$ cat src/ssfl_pkg.sv
// Shared types, register codes and the case folding function of the substring search.
`timescale 1ns / 1ps

package ssfl_pkg;

  // Number of 64-bit pattern registers and the bytes they hold.
  localparam int PatternWords = 4;
  localparam int PatternBytes = 8 * PatternWords;

  // Register indexes of the configuration port.
  typedef enum logic [2:0] {
    CFG_PATTERN_LENGTH = 3'd0,
    CFG_PATTERN_BYTES_0 = 3'd1,
    CFG_PATTERN_BYTES_1 = 3'd2,
    CFG_PATTERN_BYTES_2 = 3'd3,
    CFG_PATTERN_BYTES_3 = 3'd4,
    CFG_IGNORE_CASE = 3'd5,
    CFG_MATCH_MODE = 3'd6
  } ssfl_cfg_e;

  typedef enum logic [1:0] {
    MODE_NONE = 2'd0,
    MODE_STARTS_WITH = 2'd1,
    MODE_ENDS_WITH = 2'd2,
    MODE_CONTAINS = 2'd3
  } ssfl_mode_e;

  // What every cell of the chain sees in a cycle.
  typedef struct packed {
    logic [7:0] text_byte;
    logic       ignore_case;
    logic       advance;
    logic       clear;
  } ssfl_bcast_t;

  // Folds ASCII A-Z to lower case when enabled.
  function automatic logic [7:0] ssfl_fold(input logic [7:0] c, input logic en);
    logic [7:0] r;
    r = c;
    if (en && (c inside {[8'h41 : 8'h5A]})) begin
      r = c + 8'h20;
    end
    return r;
  endfunction

endpackage

$ cat src/substring_search_first_last.sv
// Top level of the streaming substring search with first and last match positions.
`timescale 1ns / 1ps

//  channel  | direction | handshake              | payload
//  ---------+-----------+------------------------+------------------------------------------
//  input    | in        | in_valid_i / in_stall_o | text_byte_i, last_byte_i
//  result   | out       | out_valid_o / out_stall_i | mode_verdict_o, first_found_o,
//           |           |                        | first_position_o, last_position_o,
//           |           |                        | text_length_o, too_long_o
//  config   | in        | cfg_we_i               | cfg_index_i, cfg_data_i
//
// One text byte is taken every cycle that the input does not stall; the chain of match cells
// and the position update finish within the cycle of acceptance.
// A result appears on the output register the cycle after the final byte is accepted.
// Reset clears the stream state and sets the pattern length to one, other config to zero.
// The input stalls only while a result is held in the output register and the output
// side stalls; a freed output register takes the next result in the same cycle.

module substring_search_first_last #(
  parameter int PATTERN_MAX = 32,
  parameter int POSITION_BITS = 16
) (
  input  logic                     clk_i,
  input  logic                     rst_ni,
  input  logic                     cfg_we_i,
  input  ssfl_pkg::ssfl_cfg_e      cfg_index_i,
  input  logic [63:0]              cfg_data_i,
  input  logic                     in_valid_i,
  output logic                     in_stall_o,
  input  logic [7:0]               text_byte_i,
  input  logic                     last_byte_i,
  output logic                     out_valid_o,
  input  logic                     out_stall_i,
  output logic                     mode_verdict_o,
  output logic                     first_found_o,
  output logic [POSITION_BITS-1:0] first_position_o,
  output logic [POSITION_BITS-1:0] last_position_o,
  output logic [POSITION_BITS-1:0] text_length_o,
  output logic                     too_long_o
);
  import ssfl_pkg::*;

  localparam int LenW = $clog2(PATTERN_MAX + 1);
  localparam logic [POSITION_BITS-1:0] PosLimit = {POSITION_BITS{1'b1}};

  // Configuration registers.
  logic [5:0]                       pat_len_q;
  logic [PatternWords-1:0][63:0]    pat_words_q;
  logic                             ignore_case_q;
  ssfl_mode_e                       mode_q;

  always_ff @(posedge clk_i or negedge rst_ni) begin
    if (!rst_ni) begin
      pat_len_q     <= 6'd1;
      pat_words_q   <= '0;
      ignore_case_q <= 1'b0;
      mode_q        <= MODE_NONE;
    end else if (cfg_we_i) begin
      case (cfg_index_i)
        CFG_PATTERN_LENGTH:  pat_len_q      <= cfg_data_i[5:0];
        CFG_PATTERN_BYTES_0: pat_words_q[0] <= cfg_data_i;
        CFG_PATTERN_BYTES_1: pat_words_q[1] <= cfg_data_i;
        CFG_PATTERN_BYTES_2: pat_words_q[2] <= cfg_data_i;
        CFG_PATTERN_BYTES_3: pat_words_q[3] <= cfg_data_i;
        CFG_IGNORE_CASE:     ignore_case_q  <= cfg_data_i[0];
        CFG_MATCH_MODE:      mode_q         <= ssfl_mode_e'(cfg_data_i[1:0]);
        default: ;
      endcase
    end
  end

  // The length in use: zero counts as one, and anything above the chain length is clipped.
  logic [6:0]            len_ext;
  logic [6:0]            len_clip;
  logic [LenW-1:0]       used_len;
  logic [POSITION_BITS-1:0] used_len_pos;

  always_comb begin
    len_ext = {1'b0, pat_len_q};
    if (len_ext == 7'd0) begin
      len_clip = 7'd1;
    end else if (len_ext > 7'(PATTERN_MAX)) begin
      len_clip = 7'(PATTERN_MAX);
    end else begin
      len_clip = len_ext;
    end
    used_len     = LenW'(len_clip);
    used_len_pos = POSITION_BITS'(used_len);
  end

  // Handshake and the broadcast to the cells.
  logic        out_valid_q;
  logic        in_accept;
  logic        load_result;
  ssfl_bcast_t bcast;

  assign in_stall_o  = out_valid_q && out_stall_i;
  assign in_accept   = in_valid_i && !in_stall_o;
  assign load_result = in_accept && last_byte_i;

  assign bcast.text_byte   = text_byte_i;
  assign bcast.ignore_case = ignore_case_q;
  assign bcast.advance     = in_accept;
  assign bcast.clear       = last_byte_i;

  // The chain: cell j carries the match of pattern bytes 0 through j ending at the
  // latest byte. The cell at the pattern length minus one reports a full occurrence.
  logic [PATTERN_MAX-1:0] match_d;
  logic [PATTERN_MAX-1:0] match_q;
  logic [PATTERN_MAX-1:0] tap;

  for (genvar j = 0; j < PATTERN_MAX; j++) begin : g_cell
    logic [7:0] pat_byte;
    logic       prev_match;

    if (j < PatternBytes) begin : g_pat
      assign pat_byte = pat_words_q[j / 8][(j % 8) * 8 +: 8];
    end else begin : g_zero
      // Pattern bytes past the register file read as zero.
      assign pat_byte = 8'h00;
    end

    if (j == 0) begin : g_head
      assign prev_match = 1'b1;
    end else begin : g_link
      assign prev_match = match_q[j-1];
    end

    assign tap[j] = (used_len == LenW'(j + 1));

    ssfl_cell u_cell (
      .clk_i        (clk_i),
      .rst_ni       (rst_ni),
      .bcast_i      (bcast),
      .pat_byte_i   (pat_byte),
      .prev_match_i (prev_match),
      .match_d_o    (match_d[j]),
      .match_q_o    (match_q[j])
    );
  end

  logic hit;
  assign hit = |(match_d & tap);

  // Stream state: byte count, overflow and the recorded occurrences.
  logic [POSITION_BITS-1:0] count_q, count_d;
  logic                     ovf_q, ovf_d;
  logic                     have_q, have_d;
  logic [POSITION_BITS-1:0] earliest_q, earliest_d;
  logic [POSITION_BITS-1:0] latest_q, latest_d;
  logic                     sat;
  logic                     record;
  logic [POSITION_BITS-1:0] start_pos;

  always_comb begin
    sat       = (count_q == PosLimit);
    count_d   = sat ? count_q : count_q + 1'b1;
    ovf_d     = ovf_q || sat;
    // Once the counter is saturated no further occurrence is recorded.
    record    = hit && !sat;
    start_pos = count_d - used_len_pos;
    have_d    = have_q || record;
    earliest_d = (record && !have_q) ? start_pos : earliest_q;
    latest_d   = record ? start_pos : latest_q;
  end

  always_ff @(posedge clk_i or negedge rst_ni) begin
    if (!rst_ni) begin
      count_q    <= '0;
      ovf_q      <= 1'b0;
      have_q     <= 1'b0;
      earliest_q <= '0;
      latest_q   <= '0;
    end else if (in_accept) begin
      if (last_byte_i) begin
        // The text ends here, so the next byte starts a fresh stream.
        count_q    <= '0;
        ovf_q      <= 1'b0;
        have_q     <= 1'b0;
        earliest_q <= '0;
        latest_q   <= '0;
      end else begin
        count_q    <= count_d;
        ovf_q      <= ovf_d;
        have_q     <= have_d;
        earliest_q <= earliest_d;
        latest_q   <= latest_d;
      end
    end
  end

  // Verdict of the selected mode, judged on the state that includes the final byte.
  logic verdict;

  always_comb begin
    case (mode_q)
      MODE_STARTS_WITH: verdict = have_d && (earliest_d == '0);
      MODE_ENDS_WITH:   verdict = have_d && (count_d >= used_len_pos) &&
                                  (latest_d == count_d - used_len_pos);
      MODE_CONTAINS:    verdict = have_d;
      default:          verdict = 1'b0;
    endcase
  end

  // Output register.
  logic                     verdict_q;
  logic                     found_q;
  logic [POSITION_BITS-1:0] first_pos_q;
  logic [POSITION_BITS-1:0] last_pos_q;
  logic [POSITION_BITS-1:0] length_q;
  logic                     too_long_q;

  always_ff @(posedge clk_i or negedge rst_ni) begin
    if (!rst_ni) begin
      out_valid_q <= 1'b0;
    end else if (load_result) begin
      out_valid_q <= 1'b1;
    end else if (!out_stall_i) begin
      out_valid_q <= 1'b0;
    end
  end

  always_ff @(posedge clk_i) begin
    if (load_result) begin
      verdict_q   <= verdict;
      found_q     <= have_d;
      first_pos_q <= have_d ? earliest_d : '0;
      last_pos_q  <= have_d ? latest_d : '0;
      length_q    <= count_d;
      too_long_q  <= ovf_d;
    end
  end

  assign out_valid_o      = out_valid_q;
  assign mode_verdict_o   = verdict_q;
  assign first_found_o    = found_q;
  assign first_position_o = first_pos_q;
  assign last_position_o  = last_pos_q;
  assign text_length_o    = length_q;
  assign too_long_o       = too_long_q;

  // A final byte that is accepted always leaves a result in the output register.
  a_last_gives_result: assert property (@(posedge clk_i) disable iff (!rst_ni)
    load_result |=> out_valid_o)
    else $error("final byte accepted without a result");

  // An overflowed text reports a saturated length.
  a_too_long_saturated: assert property (@(posedge clk_i) disable iff (!rst_ni)
    (out_valid_o && too_long_o) |-> (text_length_o == PosLimit))
    else $error("overflow flag without saturated length");

  // Without an occurrence both positions read as zero.
  a_no_match_zero: assert property (@(posedge clk_i) disable iff (!rst_ni)
    (out_valid_o && !first_found_o) |-> (first_position_o == '0 && last_position_o == '0))
    else $error("positions set without an occurrence");

  // The earliest occurrence never starts after the latest one.
  a_order: assert property (@(posedge clk_i) disable iff (!rst_ni)
    (out_valid_o && first_found_o) |-> (first_position_o <= last_position_o))
    else $error("first position after last position");

endmodule

$ cat src/ssfl_cell.sv
// One cell of the match chain: holds whether the pattern prefix up to this cell ends here.
`timescale 1ns / 1ps

module ssfl_cell (
  input  logic               clk_i,
  input  logic               rst_ni,
  input  ssfl_pkg::ssfl_bcast_t bcast_i,
  input  logic [7:0]         pat_byte_i,
  input  logic               prev_match_i,
  output logic               match_d_o,
  output logic               match_q_o
);
  import ssfl_pkg::*;

  logic match_d;
  logic match_q;

  // The prefix through this cell matches when the previous prefix matched one byte ago
  // and the new byte equals this cell's pattern byte.
  assign match_d = prev_match_i &&
                   (ssfl_fold(pat_byte_i, bcast_i.ignore_case) ==
                    ssfl_fold(bcast_i.text_byte, bcast_i.ignore_case));

  always_ff @(posedge clk_i or negedge rst_ni) begin
    if (!rst_ni) begin
      match_q <= 1'b0;
    end else if (bcast_i.advance) begin
      match_q <= bcast_i.clear ? 1'b0 : match_d;
    end
  end

  assign match_d_o = match_d;
  assign match_q_o = match_q;

endmodule
$ cat config.mk
export PLATFORM = sky130hd
export DESIGN_NAME = substring_search_first_last
export DESIGN_NICKNAME = d
export VERILOG_FILES = /design/src/ssfl_pkg.sv /design/src/substring_search_first_last.sv /design/src/ssfl_cell.sv
export SDC_FILE = /design/constraint.sdc
export NUM_CORES = 1
export LEC_CHECK = 0
export ABC_AREA = 1
export BUFFER_PORTS_ARGS = -buffer_cell sky130_fd_sc_hd__buf_2
export CAP_MARGIN = 40
export CORE_MARGIN = 3
export CORE_UTILIZATION = 40
export CTS_CLUSTER_DIAMETER = 150
export DETAILED_ROUTE_END_ITERATION = 7
export PLACE_DENSITY = 0.62
export SLEW_MARGIN = 0
export SYNTH_ARGS = -nofsm -noshare
export SYNTH_HDL_FRONTEND = slang
export SYNTH_SLANG_ARGS = --single-unit
$ cat constraint.sdc
create_clock -name clk_i -period 9.85 [get_ports clk_i]
set_input_delay 0.985 -clock clk_i [delete_from_list [all_inputs] [get_ports clk_i]]
set_output_delay 0.985 -clock clk_i [all_outputs]
set_load 0.005 [all_outputs]
==> summary.txt, run 1 <==
Critical path
  • Worst Path Max Fanout: 35
  • Crit path required time: 10210 ps
  • CP Capture Type: flop
  • CP arrival: 5400 ps
  • CP Class: in -> reg
  • Startpoint types: input pin

Finish
  • Ratio of cells with drive above 1 in the final layout: 7.95%
  • Nets: 3575
  • Layout Area Growth over Synthesis: 11.4%
  • Antenna Cells: 0
  • Area of the multi-input gates: 11400 um2
  • # fillers: 5969
  • End-of-flow core utilization: 45.5%
  • Storage cell area: 10200 um2

Synth
  • Syn Area/Cell: 7.02 um2
  • Asr flop ratio synth: 87.2%
  • Cell variety after synth: 42
  • Synth Flop Type: dfrtp_1
  • YS warnings: 0
  • Synthesized area: 23800 um2
  • Mapped Nets: 3510
  • Register area share after synthesis: 43.0%
  • EDFF count, synth: 51
  • FF+latch count, synth: 398
  • Cells after Synth: 3388

Clock tree
  • CTS H-tree depth: 2
  • CTS Hold Bufs: 0
  • Clock Latency Late Sink: 610 ps
  • Clk sinks: 398
  • Clk slew on worst S/H paths: 60 ps
  • Clock buffer depth: 3
  • Num CTS Buffers: 45
  • Setup Buffers After CTS: 0
  • Post-CTS sizing: 0
  • CTS tree: built
  • Root buffer cell: clkbuf_16

STA
  • Tmin final: 5040 ps
  • RSZ-0062 raised after global routing: false
  • Slew @ Worst Pin: 929 ps
  • Max-slew violation count: 0
  • Final period utilization: 51.2%
  • Highest Clock Rate: 0.198 GHz
  • Post-route setup TNS: 0 ps
  • Final Skew: 21.3 ps
  • Final Hold Violating Endpoints: 0
  • Slew HR: 38.0%
  • Final setup fails: 0

Power and ir drop
  • Power after layout: 5050 uW
  • Leak: 0.0133 uW
  • Max IR drop VDD: 0.000131 V
  • P per Cell Area: 191 nW/um2

Route
  • DR pass1 iterations: 5
  • DRT antenna net count: 0
  • Initial DRC count: 1706
  • DR vias/cell: 5.15
  • DRC: 0
  • Total wire length: 72.0 mm
  • Total number of vias: 21900
  • Routed len/inst: 16.9 um

Floorplan
  • Rows: 88
  • Die Ht: 250 um
  • Core outline area: 58200 um2
  • Die Wd: 250 um
  • Die area: 62400 um2
  • Io pins: 134
  • Initial Utilization: 40.8%

Placement
  • Number of port buffers: 133
  • Routability congestion estimate: 0.889
  • Post-DP HPWL: 49.4 mm

Worst hold path
  • Hold WC Path Type: in -> async

Global route
  • Initial antenna violation count: 3
  • First-pass GRT wire length: 114 mm
  • Pin count of the biggest net entering global routing: 113
  • Grt ovf: 0
  • GRT Overall Usage: 22.7%
  • Vias in the first global route: 20200

Run status
  • Status: complete, no violations

Run
  • Max-cap check violation count: 0
[metal layers]
layer,GRT usage (%),part of all wire [%],vias to the layer above,wire (um)
met5,0,0.037,-,27
met4,5.94,2.4,4,1710
met3,2.87,5.5,113,3950
met2,37.9,47,621,33700
met1,31.2,45,10100,32600
li1,-,-,11000,-
[per-stage QoR]
| step | setup WS [ps] | instance area, um2 | hold WS [ps] | std cells |
|---|---|---|---|---|
| 4_1_cts | 4810 | 26500 | 484 | 4250 |
| 3_5_place_dp | 4170 | 25100 | 468 | 4171 |
| 6_report | 4810 | 26500 | 440 | 4250 |
| 5_1_grt | 4340 | 26500 | 507 | 4250 |
| 3_3_place_gp | 3720 | 24900 | 464 | 4166 |
| 2_1_floorplan | 5720 | 23800 | 447 | 3388 |
[power by group]
group / total [uW] / switching [uW] / internal [uW]
logic: 1240 / 805 / 436
clock network: 1670 / 730 / 938
registers: 2140 / 259 / 1880
total: 5050 / 1790 / 3260
[critical path, cell delays in order]
cell and delay, ps:
buf_2 80, buf_4 500, inv_4 370, nand2_1 170, nand2_2 110, nand3_4 110
nand2_4 280, inv_2 510, nand2_1 90, nand2_1 90, nor2_1 50, nand4_1 70
nand2_1 80, nor2_1 150, nand2_1 80, nor2_2 170, nand2_4 180, nand2_2 320
nand2_1 180, inv_2 470, a21oi_1 110, nand4_1 130, nand3_1 60
[layout make-up]
| cell class | instances | area share (%) |
|---|---|---|
| clock inverters | 15 | 0.557 |
| inverters | 419 | 5.94 |
| well taps | 765 | 3.61 |
| clock buffers | 64 | 4.82 |
| flip-flops and latches | 398 | 38.5 |
| repair buffers | 157 | 3.58 |
| multi-input cells | 2432 | 42.9 |
[kinds of logic (layout without fill, tap and decap cells)]
group                    Yosys count  count (layout)  synth area share [%]
AO/OA/AOI/OAI                    567             567                  12.7
XOR/XNOR                          59              59                  2.17
adder cells (fa/ha/maj)           41              41                  2.19
buffers and inverters            558             655                  9.42
flip-flops                       398             398                  43.0
AND/OR/NAND/NOR                 1765            1765                  30.5
[cells in the mapped netlist (4+ instances only)]
master,count,area share (%)
inv_1,407,6.4
nand3b_1,5,0.16
o221ai_1,5,0.18
o21ai_1,19,0.40
nand2_2,8,0.21
xor2_1,45,1.7
edfxtp_1,51,6.4
o22ai_1,87,2.3
o211a_1,4,0.17
buf_6,10,0.47
buf_2,30,0.63
nand2_4,4,0.19
nor2_1,396,6.2
nand3_1,190,4.0
xnor2_1,14,0.52
buf_4,8,0.25
or2_2,14,0.37
a21oi_1,68,1.4
dfrtp_1,346,36
o21ai_0,371,7.8
clkbuf_1,91,1.4
a32o_1,6,0.25
nand2_1,1031,16
ha_1,40,2.1
nor2_2,4,0.11
nor3_1,31,0.65
inv_2,8,0.13
nand4_1,73,1.9
[cell usage in the layout (no fill, tap or decap), drive strengths merged]
cell type  instances
xnor2             14
o21ai            390
dfstp              1
nand3            193
nand3b             5
o221ai             5
fa                 1
ha                40
clkinvlp           1
a31oi              2
edfxtp            51
or2               15
clkbuf            64
a211oi             1
dfrtp            346
nor3              31
bufinv             1
inv              419
o21bai             2
and2               1
a32o               6
o22ai             87
o211a              4
xor2              45
buf              157
nand2           1043
clkinv            13
nand4             73
nor2             403
o211ai             2
nor4               1
a21oi             68
[flip-flops by register name, summed over array words and instances, names as in the netlist, 6 cells and up]
register	cells
first_position_o	16
last_position_o	16
latest_q	16
g_cell.pat_byte	256
earliest_q	16
text_length_o	16
pat_len_q	6
count_q	16
g_cell.u_cell.match_q_o	31
[worst paths after layout]
path,startpoint,endpoint,slack [ps],cells after the start
setup / recovery,text_byte_i[2],mode_verdict_o$_DFFE_PP_,4810,23
hold / removal,rst_ni,g_cell[10].pat_byte[1]$_DFFE_PN0P_,440,1
setup reg to reg,count_q[1]$_DFFE_PN0P_,mode_verdict_o$_DFFE_PP_,4880,28
hold reg to reg,g_cell[23].u_cell.match_q_o$_DFFE_PN0P_,g_cell[23].u_cell.match_q_o$_DFFE_PN0P_,480,2
max in group asynchronous,rst_ni,g_cell[21].pat_byte[0]$_DFFE_PN0P_,7540,3
min in group clk_i,g_cell[23].u_cell.match_q_o$_DFFE_PN0P_,g_cell[23].u_cell.match_q_o$_DFFE_PN0P_,480,2
No activity file was read; power rests on OpenSTA's default activity.
==> run 2, diff against run 1 <==
- clock period: 9.85 -> 5.2 ns (I/O delays scaled with it)
==> summary.txt, run 2 (synthesized netlist as in run 1, its figures left out) <==
Run status
  • Status: complete, no violations

Finish
  • Most common cell after layout, fill and taps aside: nand2_1
  • Max reg flops: 256
  • Antenna Cells: 0
  • Nets: 3587
  • Layout Area Growth over Synthesis: 12.3%
  • End-of-flow core utilization: 45.9%
  • Design area: 26700 um2
  • Most frequent cells in the layout: nand2_1, inv_1, nor2_1
  • Ratio of cells with drive above 1 in the final layout: 8.39%

Global route
  • First-pass GRT wire length: 115 mm
  • Initial antenna violation count: 0
  • Grt ovf: 0
  • Pin count of the biggest net entering global routing: 103
  • Vias in the first global route: 20200
  • GRT Overall Usage: 23.1%

Clock tree
  • Clock Latency Late Sink: 610 ps
  • Post-CTS sizing: 0
  • CTS H-tree depth: 2
  • Num CTS Buffers: 48
  • Setup Buffers After CTS: 0
  • CTS tree: built
  • Clock buffer depth: 3
  • Clk sinks: 398
  • Clk slew on worst S/H paths: 60 ps
  • Root buffer cell: clkbuf_16

Critical path
  • Worst Path Max Fanout: 5
  • Max stage delay on crit path: 370 ps
  • Startpoint types: flop
  • CP arrival: 5000 ps
  • CP Class: reg -> reg
  • Crit path required time: 5680 ps
  • CP max stage cell: dfrtp_1
  • CP Capture Type: flop

STA
  • Final Hold Violating Endpoints: 0
  • Final period utilization: 86.9%
  • Final setup margin: 679 ps
  • Max-slew violation count: 0
  • RSZ-0062 raised after global routing: false
  • Tmin final: 4520 ps
  • Post-route setup TNS: 0 ps
  • Final Skew: 25.9 ps
  • Slew @ Worst Pin: 887 ps
  • Final setup fails: 0
  • Slew HR: 40.7%
  • Highest Clock Rate: 0.221 GHz

Placement
  • Pre-CTS setup slack: 734 ps
  • Dpl cell area: 25100 um2
  • Post-DP HPWL: 50.6 mm
  • Routability congestion estimate: 0.917
  • Number of port buffers: 133

Floorplan
  • Die area: 62400 um2
  • Initial Utilization: 40.8%
  • Die Ht: 250 um
  • Rows: 88
  • Core outline area: 58200 um2
  • Io pins: 134
  • Die Wd: 250 um

Route
  • Met2 wire length: 33.8 mm
  • DRC: 0
  • DR vias/cell: 5.17
  • Routed len/inst: 17.2 um
  • DRT antenna net count: 0
  • Initial DRC count: 1813
  • Met1 wire length: 32.8 mm
  • DR pass1 iterations: 6
  • Total wire length: 73.5 mm
  • Total number of vias: 22100
  • Routed met3 length: 4.65 mm
  • Top layer in use: met4

Power and ir drop
  • Leak: 0.0134 uW
  • P per Cell Area: 367 nW/um2
  • Max IR drop VDD: 0.000239 V

Worst hold path
  • Hold WC Path Type: in -> reg

Run
  • Max-cap check violation count: 0
run 2: cell count changes in the layout (fill, tap and decap cells not counted), sizes merged:
cell         change
clkbuf           -5
buf              +8
clkinvlp         +1
bufinv           +4
dlygate4sd3      +1
clkinv          +10
inv              -1
run 2: metrics by stage:
stage | hold slack (ps) | instances | total power (uW)
floorplan | 224 | 3388 | 5690
global placement | 465 | 4177 | 6410
detailed placement | 469 | 4179 | 6450
CTS | 142 | 4268 | 9870
global route | 171 | 4268 | 10400
finish | 166 | 4268 | 9800
run 2: final timing paths:
kind                                                         start  cells past startpoint  slack, ps                                      end
max                                         count_q[1]$_DFFE_PN0P_                     28        680                 mode_verdict_o$_DFFE_PP_
min                                                    out_stall_i                      3        170                  out_valid_o$_DFFE_PN0P_
max reg2reg                                 count_q[1]$_DFFE_PN0P_                     28        680                 mode_verdict_o$_DFFE_PP_
min reg2reg                g_cell[23].u_cell.match_q_o$_DFFE_PN0P_                      2        480  g_cell[23].u_cell.match_q_o$_DFFE_PN0P_
max in group asynchronous                                   rst_ni                      3       3580       g_cell[12].pat_byte[4]$_DFFE_PN0P_
min in group asynchronous                                   rst_ni                      2        490        g_cell[2].pat_byte[1]$_DFFE_PN0P_
run 2: layout make-up:
class	count	area (um2)
Clock inverter	29	307
Sequential cell	398	10200
Inverter	419	1580
Fill cell	5960	31500
Timing Repair Buffer	166	1020
Clock buffer	59	1250
Multi-Input combinational cell	2432	11400
Tap cell	765	957
run 2: power by group:
part / leakage, uW / switching, uW / internal (uW) / total (uW)
registers: 0.00496 / 486 / 3560 / 4050
logic: 0.00771 / 1540 / 833 / 2380
clock network: 0.000772 / 1410 / 1970 / 3380
total: 0.0134 / 3440 / 6370 / 9800
run 2: timing repair:
item,4_1_cts,5_1_grt
hold buffers,1,0
hold endpoints to repair,55,0
setup endpoints to repair,0,0
run 2: routing by layer:
metal / global-route usage (%) / up-vias
met5: 0 / -
met4: 7.23 / 0
met3: 3.51 / 128
met2: 37.7 / 662
met1: 31.7 / 10200
li1: - / 11000
run 2: critical path, delay by kind of cell, from the launching register on:
kind	cells	cell delay, ps
compound gates	5	960
xor+xnor	1	330
fa+ha+maj	2	610
buf+inv	1	100
flops	1	370
simple gates	19	2030
